`config.mk`:
```
export PLATFORM = sky130hd
export DESIGN_NAME = periodic_release_dispatcher_top
export DESIGN_NICKNAME = d
export VERILOG_FILES = /design/src/design/prd_pkg.sv /design/src/design/periodic_release_dispatcher_top.sv
export SDC_FILE = /design/constraint.sdc
export NUM_CORES = 1
export LEC_CHECK = 0
export ABC_AREA = 1
export BUFFER_PORTS_ARGS = -buffer_cell sky130_fd_sc_hd__buf_2
export CAP_MARGIN = 5
export CORE_MARGIN = 5
export CORE_UTILIZATION = 62
export DETAILED_ROUTE_END_ITERATION = 10
export GPL_TIMING_DRIVEN = 0
export PLACE_DENSITY = 0.81
export SLEW_MARGIN = 20
export SYNTH_ARGS = -nofsm -noshare
export SYNTH_HDL_FRONTEND = slang
export SYNTH_SLANG_ARGS = --single-unit
```
`constraint.sdc`:
```
create_clock -name clk_i -period 5 [get_ports clk_i]
set_clock_uncertainty 0.15 [all_clocks]
set_input_delay 0.75 -clock clk_i [delete_from_list [all_inputs] [get_ports clk_i]]
set_output_delay 0.75 -clock clk_i [all_outputs]
set_load 0.05 [all_outputs]
```
`src/design/prd_pkg.sv`:
```
package prd_pkg;

  localparam int unsigned NOW_W       = 8;
  localparam int unsigned SPEC_W      = 16;
  localparam int unsigned SPEC_CNT    = 4;
  localparam int unsigned CFG_IDX_W   = 2;
  localparam int unsigned TASK_W      = 2;
  localparam int unsigned SLEEP_W     = 7;
  localparam int unsigned FAULT_W     = 3;
  localparam int unsigned KIND_W      = 2;
  localparam int unsigned IN_TDATA_W  = 8;
  localparam int unsigned OUT_TDATA_W = 16;
  localparam int unsigned OUT_TUSER_W = 2;

  localparam logic [SLEEP_W-1:0] SLEEP_CAP = 7'd127;

  // fault bit positions
  localparam int unsigned FLT_CONFIG = 0;
  localparam int unsigned FLT_LATE   = 1;
  localparam int unsigned FLT_SKIP   = 2;

  typedef enum logic [KIND_W-1:0] {
    KIND_START  = 2'd0,
    KIND_FINISH = 2'd1,
    KIND_RESET  = 2'd2
  } kind_e;

  typedef enum logic [7:0] {
    S_IDLE     = 8'b0000_0001,
    S_CLR      = 8'b0000_0010,
    S_SCAN_RD  = 8'b0000_0100,
    S_SCAN_CHK = 8'b0000_1000,
    S_FIN_CHK  = 8'b0001_0000,
    S_MIN_RD   = 8'b0010_0000,
    S_MIN_ACC  = 8'b0100_0000,
    S_EMIT     = 8'b1000_0000
  } state_e;

  typedef struct packed {
    logic               run_request;
    logic [TASK_W-1:0]  run_task;
    logic               pass_done;
    logic [SLEEP_W-1:0] wake_ticks;
    logic               out_of_order;
  } res_t;

  // due when now - rel, mod 256, is below 128
  function automatic logic is_due(logic [NOW_W-1:0] now, logic [NOW_W-1:0] rel);
    logic [NOW_W-1:0] diff;
    diff = now - rel;
    return !diff[NOW_W-1];
  endfunction

  // 0 < period < 128 and 0 < deadline <= period
  function automatic logic spec_ok(logic [SPEC_W-1:0] spec);
    logic [NOW_W-1:0] per;
    logic [NOW_W-1:0] dl;
    per = spec[NOW_W-1:0];
    dl  = spec[SPEC_W-1:NOW_W];
    return (per != '0) && !per[NOW_W-1] && (dl != '0) && (dl <= per);
  endfunction

endpackage

```
`src/design/periodic_release_dispatcher_top.sv`:
```
// Periodic release dispatcher. Keeps an 8-bit wrapping release tick per task in a
// small synchronous RAM (one read and one write port, registered read data)
// and walks the tasks one dispatch pass at a time. A start beat scans tasks in
// index order; the first due task gets a run request beat and the block waits for
// a finished beat, which advances that task's release by its period and resumes the
// scan. A pass ends with a pass_done beat (tlast) carrying the ticks until the next
// release, capped at 127, or 0 while the config fault is set. Out-of-phase start or
// finish beats get out_of_order and change nothing; kind 3 is ignored. Each beat is
// handled one at a time, and the RAM read-modify-write loop sets the pace. A scanned
// task takes a read and a check step, a finished beat adds a write back, and a pass ends
// with the end-of-scan check, a read and accumulate sweep over every task for the sleep
// value and the hand-off to the output register. A reset beat rewrites every entry in
// turn; out-of-phase and ignored beats go straight to the emit state. A stalled output
// register holds the block in its emit state. Release ticks read as 0 after rst_ni
// until first written. The user must write task specs through cfg_we_i / cfg_idx_i /
// cfg_wdata_i only while the block is idle; the block itself does not enforce it.
module periodic_release_dispatcher_top #(
  parameter int unsigned TASKS = 4
) (
  input  logic                               clk_i,
  input  logic                               rst_ni,
  // config write port: index selects task_spec_0..3
  input  logic                               cfg_we_i,
  input  logic [prd_pkg::CFG_IDX_W-1:0]      cfg_idx_i,
  input  logic [prd_pkg::SPEC_W-1:0]         cfg_wdata_i,
  // input stream
  input  logic                               s_axis_tvalid_i,
  output logic                               s_axis_tready_o,
  input  logic [prd_pkg::IN_TDATA_W-1:0]     s_axis_tdata_i,   // now[7:0]
  input  logic [prd_pkg::KIND_W-1:0]         s_axis_tuser_i,   // kind[1:0]
  // result stream
  output logic                               m_axis_tvalid_o,
  input  logic                               m_axis_tready_i,
  output logic [prd_pkg::OUT_TDATA_W-1:0]    m_axis_tdata_o,   // run_task[1:0],
                                                               // wake_ticks[8:2],
                                                               // fault_flags[11:9], zero pad
  output logic [prd_pkg::OUT_TUSER_W-1:0]    m_axis_tuser_o,   // run_request[0],
                                                               // out_of_order[1]
  output logic                               m_axis_tlast_o    // pass_done
);
  import prd_pkg::*;

  localparam int unsigned AW = (TASKS > 1) ? $clog2(TASKS) : 1;  // ram address
  localparam int unsigned CW = $clog2(TASKS + 1);                // counts 0..TASKS

  // config registers, all four kept
  logic [SPEC_W-1:0] spec_q [SPEC_CNT];

  // release tick ram and per-entry valid bits (entry reads 0 until written)
  logic [NOW_W-1:0] mem [TASKS];
  logic [TASKS-1:0] vld_q;
  logic [NOW_W-1:0] rdata_q;
  logic             rd_vld_q;
  logic [AW-1:0]    raddr;
  logic             mem_we;
  logic [AW-1:0]    waddr;
  logic [NOW_W-1:0] wdata;

  // control
  state_e             state_q, state_d;
  logic [CW-1:0]      scan_q, scan_d;      // next task to scan, or running task
  logic [CW-1:0]      idx_q, idx_d;        // sweep counter for clear and min
  logic               await_q, await_d;
  logic [FAULT_W-1:0] fault_q, fault_d;
  logic [SLEEP_W-1:0] best_q, best_d;
  logic [NOW_W-1:0]   now_q, now_d;
  res_t               res_q, res_d;

  // output register
  logic                   out_vld_q;
  logic [OUT_TDATA_W-1:0] out_data_q;
  logic [OUT_TUSER_W-1:0] out_user_q;
  logic                   out_last_q;

  logic               in_acc;
  kind_e              kind;
  logic [NOW_W-1:0]   rel;
  logic [SPEC_W-1:0]  cur_spec;
  logic [NOW_W-1:0]   period;
  logic [NOW_W-1:0]   late;
  logic [NOW_W-1:0]   adv;
  logic [NOW_W-1:0]   gap_ticks;
  logic [SLEEP_W-1:0] best_new;
  logic               sweep_last;
  logic               out_free;

  assign s_axis_tready_o = (state_q == S_IDLE);
  assign in_acc          = s_axis_tvalid_i && s_axis_tready_o;
  assign kind            = kind_e'(s_axis_tuser_i);

  assign rel       = rd_vld_q ? rdata_q : '0;
  assign cur_spec  = spec_q[TASK_W'(scan_q)];
  assign period    = cur_spec[NOW_W-1:0];
  assign late      = now_q - rel;
  assign adv       = rel + period;
  assign gap_ticks = is_due(now_q, rel) ? '0 : (rel - now_q);
  assign best_new  = (gap_ticks < {1'b0, best_q}) ? gap_ticks[SLEEP_W-1:0] : best_q;
  assign sweep_last = (idx_q == CW'(TASKS - 1));
  assign out_free = !out_vld_q || m_axis_tready_i;

  // config writes
  always_ff @(posedge clk_i or negedge rst_ni) begin
    if (!rst_ni) begin
      for (int i = 0; i < SPEC_CNT; i++) spec_q[i] <= '0;
    end else if (cfg_we_i) begin
      spec_q[cfg_idx_i] <= cfg_wdata_i;
    end
  end

  // ram: synchronous read, registered read data
  always_ff @(posedge clk_i) begin
    if (mem_we) mem[waddr] <= wdata;
    rdata_q <= mem[raddr];
  end

  always_ff @(posedge clk_i or negedge rst_ni) begin
    if (!rst_ni) begin
      vld_q    <= '0;
      rd_vld_q <= 1'b0;
    end else begin
      rd_vld_q <= vld_q[raddr];
      if (mem_we) vld_q[waddr] <= 1'b1;
    end
  end

  always_comb begin
    state_d = state_q;
    scan_d  = scan_q;
    idx_d   = idx_q;
    await_d = await_q;
    fault_d = fault_q;
    best_d  = best_q;
    now_d   = now_q;
    res_d   = res_q;
    raddr   = AW'(scan_q);
    mem_we  = 1'b0;
    waddr   = AW'(idx_q);
    wdata   = now_q;

    unique case (state_q)
      S_IDLE: begin
        if (in_acc) begin
          now_d = s_axis_tdata_i;
          res_d = '0;
          unique case (kind)
            KIND_RESET: begin
              fault_d = '0;
              scan_d  = '0;
              await_d = 1'b0;
              idx_d   = '0;
              state_d = S_CLR;
            end
            KIND_START: begin
              if (await_q) begin
                res_d.out_of_order = 1'b1;
                state_d = S_EMIT;
              end else begin
                scan_d  = '0;
                state_d = S_SCAN_RD;
              end
            end
            KIND_FINISH: begin
              if (!await_q) begin
                res_d.out_of_order = 1'b1;
                state_d = S_EMIT;
              end else begin
                // read of the running task issued here
                state_d = S_FIN_CHK;
              end
            end
            default: state_d = S_EMIT;   // kind 3, ignored
          endcase
        end
      end

      S_CLR: begin
        mem_we = 1'b1;
        waddr  = AW'(idx_q);
        wdata  = now_q;
        idx_d  = idx_q + 1'b1;
        if (sweep_last) state_d = S_EMIT;
      end

      S_SCAN_RD: begin
        raddr = AW'(scan_q);
        if (scan_q == CW'(TASKS)) begin
          idx_d   = '0;
          best_d  = SLEEP_CAP;
          state_d = S_MIN_RD;
        end else begin
          state_d = S_SCAN_CHK;
        end
      end

      S_SCAN_CHK: begin
        if (!spec_ok(cur_spec)) begin
          fault_d[FLT_CONFIG] = 1'b1;
          scan_d  = scan_q + 1'b1;
          state_d = S_SCAN_RD;
        end else if (is_due(now_q, rel)) begin
          if (late >= cur_spec[SPEC_W-1:NOW_W]) fault_d[FLT_LATE] = 1'b1;
          await_d = 1'b1;
          res_d.run_request = 1'b1;
          res_d.run_task    = TASK_W'(scan_q);
          state_d = S_EMIT;
        end else begin
          scan_d  = scan_q + 1'b1;
          state_d = S_SCAN_RD;
        end
      end

      S_FIN_CHK: begin
        // write back the advanced release, next read is another entry
        mem_we = 1'b1;
        waddr  = AW'(scan_q);
        wdata  = adv;
        if (is_due(now_q, adv)) begin
          fault_d[FLT_SKIP] = 1'b1;
          wdata = now_q + period;
        end
        await_d = 1'b0;
        scan_d  = scan_q + 1'b1;
        state_d = S_SCAN_RD;
      end

      S_MIN_RD: begin
        raddr   = AW'(idx_q);
        state_d = S_MIN_ACC;
      end

      S_MIN_ACC: begin
        best_d = best_new;
        idx_d  = idx_q + 1'b1;
        if (sweep_last) begin
          res_d.pass_done  = 1'b1;
          res_d.wake_ticks = fault_q[FLT_CONFIG] ? '0 : best_new;
          scan_d  = '0;
          await_d = 1'b0;
          state_d = S_EMIT;
        end else begin
          state_d = S_MIN_RD;
        end
      end

      S_EMIT: begin
        if (out_free) state_d = S_IDLE;
      end

      default: state_d = S_IDLE;
    endcase
  end

  always_ff @(posedge clk_i or negedge rst_ni) begin
    if (!rst_ni) begin
      state_q <= S_IDLE;
      scan_q  <= '0;
      idx_q   <= '0;
      await_q <= 1'b0;
      fault_q <= '0;
    end else begin
      state_q <= state_d;
      scan_q  <= scan_d;
      idx_q   <= idx_d;
      await_q <= await_d;
      fault_q <= fault_d;
    end
  end

  // payload, no reset needed
  always_ff @(posedge clk_i) begin
    best_q <= best_d;
    now_q  <= now_d;
    res_q  <= res_d;
  end

  // output register, loads from the emit state once the slot is free
  always_ff @(posedge clk_i or negedge rst_ni) begin
    if (!rst_ni) begin
      out_vld_q <= 1'b0;
    end else if (state_q == S_EMIT && out_free) begin
      out_vld_q <= 1'b1;
    end else if (m_axis_tready_i) begin
      out_vld_q <= 1'b0;
    end
  end

  always_ff @(posedge clk_i) begin
    if (state_q == S_EMIT && out_free) begin
      out_data_q <= {{(OUT_TDATA_W - FAULT_W - SLEEP_W - TASK_W){1'b0}},
                     fault_q, res_q.wake_ticks, res_q.run_task};
      out_user_q <= {res_q.out_of_order, res_q.run_request};
      out_last_q <= res_q.pass_done;
    end
  end

  assign m_axis_tvalid_o = out_vld_q;
  assign m_axis_tdata_o  = out_data_q;
  assign m_axis_tuser_o  = out_user_q;
  assign m_axis_tlast_o  = out_last_q;

endmodule

```
==> results of run 1 <==
## power groups by stage
stage	clock network, W	logic [W]	registers, W
finish	0.00123	0.00257	0.00188
global route	0.00130	0.00290	0.00190
CTS	0.00124	0.00254	0.00187
detailed placement	0	0.00252	0.00190
global placement	0	0.00244	0.00189
floorplan	0	0.00190	0.00193
## sequential cells by signal, indices dropped and copies added, names as in the netlist, 2 cells and up
name and count:
m_axis_tdata_o 12, rdata_q 8, res_q 12, fault_q 3, idx_q 3, mem 32
state_q 8, scan_q 3, now_q 8, m_axis_tuser_o 2, best_q 7, spec_q 64
vld_q 4
## per-stage QoR
stage          hold slack, ns  cell area (µm²)  power [W]  setup WS [ns]  utilization
3_3_place_gp            0.251             9840    0.00433          0.737        0.672
5_1_grt                 0.142            10400    0.00610          0.214        0.712
4_1_cts                 0.124            10400    0.00565          0.624        0.711
6_report                0.116            10400    0.00568          0.546        0.712
3_5_place_dp            0.255             9870    0.00441          0.678        0.674
2_1_floorplan           0.250             9360    0.00383           1.43            -
## cells by family after synthesis
group / count (synthesis) / share of synthesized area
and+or+nand+nor: 437 / 0.208
other: 1 / 0.000401
adders and majority gates: 63 / 0.0859
xor gates and xnor gates: 21 / 0.0205
DFF: 170 / 0.490
buffers and inverters: 173 / 0.0783
AOI/OAI and AO/OA: 198 / 0.116
## layout by cell type (no fill, tap or decap), types with 4 or more instances in the layout
master	n
nand2_1	242
buf_2	55
nand4_1	9
xnor2_1	6
dfrtp_1	87
a32o_1	4
nor2_2	4
buf_6	5
nor4_4	4
or2_2	6
ha_1	61
conb_1	4
clkbuf_1	16
o21ai_1	6
nand2_2	8
inv_1	130
inv_2	8
nor2_1	72
buf_4	10
edfxtp_1	74
nand3_1	74
xor2_1	14
dfxtp_1	8
clkbuf_16	17
o22ai_1	11
a21oi_1	49
o21ai_0	107
## how the worst min path moves through the flow
| stage | end | from | cells after the start | slack (ns) |
|---|---|---|---|---|
| after floorplan | m_axis_tdata_o[0] | res_q[9] | 0 | 0.25 |
| after global placement | m_axis_tdata_o[8] | res_q[7] | 0 | 0.25 |
| after detailed placement | m_axis_tdata_o[0] | res_q[9] | 0 | 0.25 |
| after CTS | spec_q[3] | rst_ni | 1 | 0.12 |
| after global routing | spec_q[35] | rst_ni | 1 | 0.14 |
| final | spec_q[3] | rst_ni | 1 | 0.12 |
## layer usage
layer / global-route usage / routed length [µm] / vias up
li1: - / - / 3678
met4: 0.0762 / 406 / 0
met1: 0.330 / 9250 / 3543
met3: 0.0748 / 1840 / 33
met2: 0.403 / 10200 / 310
met5: 0 / 0 / -
## final cells by class
type	instances	area, µm²	area share
Buffer	34	208	0.0199
Clock buffer	22	454	0.0436
Clock inverter	10	93.8	0.00900
Inverter	139	524	0.0503
Multi-Input combinational cell	723	4050	0.389
Sequential cell	170	4590	0.440
Tap cell	184	230	0.0221
Timing Repair Buffer	50	275	0.0264
## synthesized netlist by cell type (all sizes together)
cell type | count | area share
a221oi | 1 | 0.00094
xor2 | 15 | 0.015
nor3 | 3 | 0.0016
ha | 61 | 0.082
buf | 22 | 0.017
a21oi | 49 | 0.026
a32o | 4 | 0.0043
fa | 2 | 0.0043
conb | 1 | 0.00040
dfxtp | 8 | 0.017
nor2 | 78 | 0.034
a31oi | 3 | 0.0020
dfstp | 1 | 0.0028
a21o | 3 | 0.0024
o21ai | 116 | 0.063
o21a | 1 | 0.00080
and3 | 1 | 0.00067
nor3b | 1 | 0.0013
nand4 | 9 | 0.0060
and2 | 1 | 0.00094
o22ai | 11 | 0.0074
edfxtp | 74 | 0.24
nor4 | 5 | 0.0098
a32oi | 1 | 0.00094
o211ai | 4 | 0.0037
clkbuf | 12 | 0.0048
a211oi | 2 | 0.0016
inv | 139 | 0.056
o21bai | 1 | 0.00080
a21boi | 1 | 0.00080
dfrtp | 87 | 0.23
o2111ai | 1 | 0.00094
xnor2 | 6 | 0.0056
nand3b | 3 | 0.0024
nand2 | 251 | 0.10
nand3 | 77 | 0.043
or2 | 8 | 0.0054
==> qor.json, run 1 <==
{
  "critical_path.endpoint": {"value": "mem[3][4]"},
  "post-route-drc-count": {"value": 0},
  "cts_hold_buffers": {"value": 0},
  "antenna-diode-count": {"value": 0},
  "clock_tree.htree_level_count": {"value": 4},
  "grt_antenna_before_repair": {"value": 0},
  "cp_data_required_time": {"value": 5.00, "unit": "ns"},
  "post_cts.repair.setup_buffers": {"value": 0},
  "fill_cell_total_of_the_finished_layout": {"value": 1153},
  "area.growth.synth_to_final": {"value": 11.5, "unit": "%"},
  "numPlacedInstances": {"value": 1300},
  "numClockSinks": {"value": 170},
  "critPathSlowestCell": {"value": "dfrtp_1"},
  "number_of_buffers_inserted_during_clock_tree_synthesis": {"value": 17},
  "vias_per_cell": {"value": 5.68},
  "clk_pwr_share": {"value": 0.217},
  "routed_wirelength": {"value": 21.7, "unit": "mm"},
  "comb_power_share": {"value": 0.453},
  "path_cells": {"value": "inv_2 > buf_2 > o21ai_0 > o22ai_1 > ha_1 > ha_1 > inv_1 > nand2_1 > a31oi_1 > o21ai_0 > xnor2_1 > ha_1 > a21oi_1 > o21a_1 > nand2_1 > inv_1 > nand3_1 > nand3_2 > nand3_1 > nand3_1 > nand2_1"},
  "netSwitchingFraction": {"value": 0.411},
  "cts.reportedPaths.clkPinSlew": {"value": 0.07, "unit": "ns"},
  "clkLatencyLatePin": {"value": 0.43, "unit": "ns"},
  "crit-reg2reg-capture": {"value": "mem[3][4]"},
  "vdd.ir_drop.worst": {"value": 360, "unit": "µV"},
  "clockRootBuffer": {"value": "clkbuf_16"},
  "place_hpwl": {"value": 16.1, "unit": "mm"},
  "synth.yosys.seq_area_share": {"value": 0.490},
  "timing.max_slew.rel_slack": {"value": 0.338},
  "cp-start-kind": {"value": "flop"},
  "dieArea": {"value": 17600, "unit": "µm²"},
  "fp.dieH": {"value": 133, "unit": "µm"},
  "post-route-min-period": {"value": 4.45, "unit": "ns"},
  "worstSetupPathDepth": {"value": 21},
  "critical_path.top_delay_family": {"value": "compound AO/OA/AOI/OAI gates"},
  "initial_core_util": {"value": 0.638},
  "setup.worst_path.end_class": {"value": "flop"},
  "max-cap-violations": {"value": 0},
  "synth.ff_latch_count": {"value": 170},
  "final_non_filler_cell_total": {"value": 1332},
  "static-leakage-power": {"value": 4.99, "unit": "nW"},
  "critical_path_arrival": {"value": 4.45, "unit": "ns"},
  "die_width": {"value": 133, "unit": "µm"},
  "groute.usage.overall": {"value": 0.251},
  "vias": {"value": 7564},
  "first_pass_grt_wire_length": {"value": 35.3, "unit": "mm"},
  "ctsLongestPathBuffers": {"value": 2},
  "fp-row-count": {"value": 44},
  "power.switching": {"value": 0.00233, "unit": "W"},
  "detail_route.first_pass.iterations": {"value": 6},
  "period_share": {"value": 0.891},
  "ys_warn_count": {"value": 0},
  "fmax": {"value": 0.225, "unit": "GHz"},
  "nNetsFinal": {"value": 1231},
  "cellPowerDensity": {"value": 545, "unit": "nW/µm²"},
  "route.detailed.wl_per_inst": {"value": 16.3, "unit": "µm"},
  "grt_setup_unrepaired": {"value": "false"},
  "final_antenna_net_count": {"value": 0},
  "tightest_pin_transition": {"value": 0.989, "unit": "ns"},
  "criticalPathCategory": {"value": "reg -> reg"},
  "numPortBuffers": {"value": 49},
  "synth.cell_area": {"value": 9350, "unit": "µm²"},
  "cts.repair.resized": {"value": 0},
  "layout-drive-gt1-share": {"value": 0.125},
  "cts_tree": {"value": "yes"},
  "slowest_delay": {"value": 0.46, "unit": "ns"},
  "cell_internal_power": {"value": 0.00334, "unit": "W"},
  "ioPinCount": {"value": 54},
  "worst-r2r-setup-slack": {"value": 0.55, "unit": "ns"},
  "placeableCoreArea": {"value": 14600, "unit": "µm²"},
  "grt-ovfl-total": {"value": 0},
  "cp_max_fo": {"value": 10},
  "register_share_of_total_power": {"value": 0.330},
  "number_of_global_route_vias_before_repair": {"value": 7156},
  "drt-initial-drc-count": {"value": 746},
  "slew_violations": {"value": 0},
  "hold_path_class": {"value": "in -> async"},
  "report.final.hold_viol_count": {"value": 0},
  "place_congestion": {"value": 0.925},
  "critical_path.reg2reg.startpoint": {"value": "scan_q[1]"},
  "worstPathBufferInverterCount": {"value": 4},
  "result_of_the_run": {"value": "completed"},
  "tns": {"value": 0, "unit": "ns"},
  "synth.lib_cells_used.distinct": {"value": 53},
  "syn_avg_cell_area": {"value": 8.80, "unit": "µm²"},
  "worst-r2r-cell-count": {"value": 21},
  "final_setup_violation_count": {"value": 0},
  "postSynthCellCount": {"value": 1063},
  "cp_startpoint": {"value": "scan_q[1]"},
  "grt_max_degree": {"value": 56}
}
No activity file was read; power rests on OpenSTA's default activity.
==> run 2: changes to the inputs <==
--- a/config.mk
+++ b/config.mk
@@ -11,7 +11,7 @@
 export CORE_MARGIN = 5
 export CORE_UTILIZATION = 62
 export DETAILED_ROUTE_END_ITERATION = 10
-export GPL_TIMING_DRIVEN = 0
+export GPL_TIMING_DRIVEN = 1
 export PLACE_DENSITY = 0.81
 export SLEW_MARGIN = 20
 export SYNTH_ARGS = -nofsm -noshare
==> run 2 against run 1 <==
Global-route usage fell by 1.2 points. Worst setup slack improved by 0.26 ns. Sequential power barely moved. Cell count fell by 2.3%. Largest power group unchanged. Critical path depth fell by 1. Hold slack improved by 0.064 ns.
==> qor.json, run 2 (same netlist as run 1, synthesis figures left out) <==
{
  "most_frequent_standard_cell_in_the_layout_excluding_fill_and_tap_cells": {"value": "nand2_1", "change": "unchanged"},
  "post-route-drc-count": {"value": 0, "change": "unchanged"},
  "ctsLongestPathBuffers": {"value": 2, "change": "unchanged"},
  "fp-row-count": {"value": 44, "change": "unchanged"},
  "clock_tree.htree_level_count": {"value": 4, "change": "unchanged"},
  "fp.dieH": {"value": 133, "unit": "µm", "change": "unchanged"},
  "post_cts.repair.setup_buffers": {"value": 0, "change": "unchanged"},
  "dieArea": {"value": 17600, "unit": "µm²", "change": "unchanged"},
  "antenna-diode-count": {"value": 0, "change": "unchanged"},
  "pre_cts_setup_slack": {"value": 0.914, "unit": "ns", "change": "was 0.678 ns"},
  "number_of_global_route_vias_before_repair": {"value": 6860, "change": "was 7156"},
  "place_congestion": {"value": 0.971, "change": "was 0.925"},
  "report.final.hold_viol_count": {"value": 0, "change": "unchanged"},
  "period_share": {"value": 0.838, "change": "was 0.891"},
  "cts_tree": {"value": "yes", "change": "unchanged"},
  "cellPowerDensity": {"value": 553, "unit": "nW/µm²", "change": "was 545 nW/µm²"},
  "worstSetupPathDepth": {"value": 20, "change": "was 21"},
  "drt-initial-drc-count": {"value": 721, "change": "was 746"},
  "slew_violations": {"value": 0, "change": "unchanged"},
  "cts.reportedPaths.clkPinSlew": {"value": 0.07, "unit": "ns", "change": "about the same"},
  "vias_per_cell": {"value": 5.64, "change": "was 5.68"},
  "worst-r2r-cell-count": {"value": 20, "change": "was 21"},
  "clkLatencyLatePin": {"value": 0.43, "unit": "ns", "change": "about the same"},
  "first_pass_grt_wire_length": {"value": 33.7, "unit": "mm", "change": "was 35.3 mm"},
  "grt_setup_unrepaired": {"value": "false", "change": "unchanged"},
  "final_design_area_no_fill": {"value": 10200, "unit": "µm²", "change": "was 10400 µm²"},
  "layout_setup_ws": {"value": 0.808, "unit": "ns", "change": "was 0.546 ns"},
  "tightest_pin_transition": {"value": 1.01, "unit": "ns", "change": "was 0.989 ns"},
  "nNetsFinal": {"value": 1200, "change": "was 1231"},
  "place_hpwl": {"value": 14.8, "unit": "mm", "change": "was 16.1 mm"},
  "layout-drive-gt1-share": {"value": 0.117, "change": "was 0.125"},
  "worstPathBufferInverterCount": {"value": 3, "change": "was 4"},
  "critPathSlowestCell": {"value": "dfrtp_1", "change": "unchanged"},
  "largest_register": {"value": "spec_q", "change": "unchanged"},
  "die_width": {"value": 133, "unit": "µm", "change": "unchanged"},
  "initial_core_util": {"value": 0.638, "change": "unchanged"},
  "cp-start-kind": {"value": "flop", "change": "unchanged"},
  "fill_cell_total_of_the_finished_layout": {"value": 1171, "change": "was 1153"},
  "grt_max_degree": {"value": 50, "change": "was 56"},
  "final_setup_violation_count": {"value": 0, "change": "unchanged"},
  "number_of_buffers_inserted_during_clock_tree_synthesis": {"value": 17, "change": "unchanged"},
  "critical_path_arrival": {"value": 4.20, "unit": "ns", "change": "was 4.45 ns"},
  "cts.repair.resized": {"value": 0, "change": "unchanged"},
  "cp_data_required_time": {"value": 5.01, "unit": "ns", "change": "was 5.00 ns"},
  "final_cell_mix": {"value": "242 x nand2_1, 130 x inv_1, 107 x o21ai_0, 87 x dfrtp_1, 74 x edfxtp_1", "change": "was 242 x nand2_1, 130 x inv_1, 107 x o21ai_0, 87 x dfrtp_1"},
  "result_of_the_run": {"value": "completed", "change": "unchanged"},
  "setup.worst_path.end_class": {"value": "flop", "change": "unchanged"},
  "dpl-instance-area": {"value": 9660, "unit": "µm²", "change": "was 9870 µm²"},
  "post-route-min-period": {"value": 4.19, "unit": "ns", "change": "was 4.45 ns"},
  "criticalPathCategory": {"value": "reg -> reg", "change": "unchanged"},
  "cp_max_fo": {"value": 43, "change": "was 10"},
  "path_cells": {"value": "buf_4 > o21ai_0 > o22ai_1 > ha_1 > ha_1 > inv_1 > nand2_1 > a31oi_1 > o21ai_0 > xnor2_1 > ha_1 > a21oi_1 > o21a_1 > nand2_1 > inv_1 > nand3_1 > nand3_2 > nand3_1 > nand3_1 > nand2_1", "change": "was inv_2 > buf_2 > o21ai_0 > o22ai_1 > ha_1 > ha_1 > inv_1 > nand2_1 > a31oi_1 > o21ai_0 > xnor2_1 > ha_1 > a21oi_1 > o21a_1 > nand2_1 > inv_1 > nand3_1 > nand3_2 > nand3_1 > nand3_1 > nand2_1"},
  "tns": {"value": 0, "unit": "ns", "change": "unchanged"},
  "total_power": {"value": 0.00566, "unit": "W", "change": "was 0.00568 W"},
  "routed_wirelength": {"value": 20.2, "unit": "mm", "change": "was 21.7 mm"},
  "power.switching": {"value": 0.00235, "unit": "W", "change": "was 0.00233 W"},
  "area.growth.synth_to_final": {"value": 9.47, "unit": "%", "change": "was 11.5%"},
  "detail_route.first_pass.iterations": {"value": 6, "change": "unchanged"},
  "comb_power_share": {"value": 0.446, "change": "was 0.453"},
  "vias": {"value": 7335, "change": "was 7564"},
  "final_antenna_net_count": {"value": 0, "change": "unchanged"},
  "numPortBuffers": {"value": 49, "change": "unchanged"},
  "vdd.ir_drop.worst": {"value": 290, "unit": "µV", "change": "was 360 µV"},
  "numClockSinks": {"value": 170, "change": "unchanged"},
  "largest_register_ff_count": {"value": 64, "change": "unchanged"},
  "slowest_delay": {"value": 0.39, "unit": "ns", "change": "was 0.46 ns"},
  "max-cap-violations": {"value": 0, "change": "unchanged"},
  "cts_hold_buffers": {"value": 0, "change": "unchanged"},
  "static-leakage-power": {"value": 4.88, "unit": "nW", "change": "was 4.99 nW"},
  "groute.usage.overall": {"value": 0.239, "change": "was 0.251"},
  "ioPinCount": {"value": 54, "change": "unchanged"},
  "hold_path_class": {"value": "in -> async", "change": "unchanged"},
  "netSwitchingFraction": {"value": 0.415, "change": "was 0.411"},
  "timing.max_slew.rel_slack": {"value": 0.324, "change": "was 0.338"},
  "reg_top3": {"value": "spec_q: 64 flops, mem: 32 flops", "change": "unchanged"},
  "fmax": {"value": 0.239, "unit": "GHz", "change": "was 0.225 GHz"},
  "grt-ovfl-total": {"value": 0, "change": "unchanged"},
  "register_share_of_total_power": {"value": 0.334, "change": "was 0.330"},
  "route.detailed.wl_per_inst": {"value": 15.5, "unit": "µm", "change": "was 16.3 µm"},
  "critical_path.top_delay_family": {"value": "compound AO/OA/AOI/OAI gates", "change": "unchanged"},
  "placeableCoreArea": {"value": 14600, "unit": "µm²", "change": "unchanged"},
  "clk_pwr_share": {"value": 0.220, "change": "was 0.217"},
  "cell_internal_power": {"value": 0.00331, "unit": "W", "change": "was 0.00334 W"},
  "clockRootBuffer": {"value": "clkbuf_16", "change": "unchanged"},
  "grt_antenna_before_repair": {"value": 0, "change": "unchanged"}
}
run 2: changes by cell type in the layout (fill, tap and decap cells not counted):
cell / before / now
buf_6: 5 / 0
clkinv_4: 3 / 0
clkinvlp_4: 2 / 4
nand3_1: 74 / 72
buf_4: 10 / 5
buf_2: 55 / 48
clkinv_2: 2 / 3
clkbuf_1: 16 / 0
buf_16: 1 / 0
inv_6: 1 / 4
clkinv_1: 1 / 2
buf_1: 1 / 0
nand3_2: 3 / 5
run 2: cell type report:
type	count	area [µm²]	share of cell area
sequential	170	4590	0.448
clock buffer	18	439	0.0429
timing repair buffer	53	278	0.0271
clock inverter	14	118	0.0115
multi-input combinational	723	4060	0.397
inverter	139	524	0.0512
tap	184	230	0.0225
run 2: layer usage:
| metal | wire [µm] | up-vias | part of all wire | global-route usage |
|---|---|---|---|---|
| li1 | - | 3607 | - | - |
| met1 | 8950 | 3426 | 0.44 | 0.325 |
| met2 | 9560 | 252 | 0.47 | 0.386 |
| met3 | 1080 | 50 | 0.053 | 0.0330 |
| met4 | 612 | 0 | 0.030 | 0.100 |
| met5 | 0 | - | 0 | 0 |
run 2: power groups by stage:
stage	combinational, W	clock (W)	sequential [W]
finish	0.00252	0.00124	0.00189
global route	0.00286	0.00131	0.00192
CTS	0.00249	0.00126	0.00189
detailed placement	0.00247	0	0.00192
global placement	0.00239	0	0.00191
floorplan	0.00190	0	0.00193
run 2: metrics by stage:
step                       util  hold WS (ns)  std cells
after global placement    0.660         0.251       1269
after CTS                 0.698         0.189       1301
final                     0.699         0.180       1301
after global routing      0.699         0.232       1301
after detailed placement  0.660         0.255       1269
after floorplan               -         0.250       1066
run 2: worst paths after layout:
kind | startpoint | end | slack [ns]
min | rst_ni | spec_q[30] | 0.18
min in group clk_i | res_q[9] | m_axis_tdata_o[0] | 0.27
min reg2reg | res_q[9] | m_axis_tdata_o[0] | 0.27
max | scan_q[0] | mem[2][4] | 0.81
max in group asynchronous | rst_ni | state_q[0] | 3.54
max reg2reg | scan_q[0] | mem[2][4] | 0.81
run 2: worst register-to-register path, cell delays in order, from the launching register on:
cell and delay [ns]:
dfrtp_1 0.39, buf_4 0.38, o21ai_0 0.21, o22ai_1 0.35
ha_1 0.25, ha_1 0.16, inv_1 0.04, nand2_1 0.09
a31oi_1 0.12, o21ai_0 0.21, xnor2_1 0.18, ha_1 0.28
a21oi_1 0.13, o21a_1 0.14, nand2_1 0.10, inv_1 0.10
nand3_1 0.12, nand3_2 0.20, nand3_1 0.13, nand3_1 0.11
nand2_1 0.10
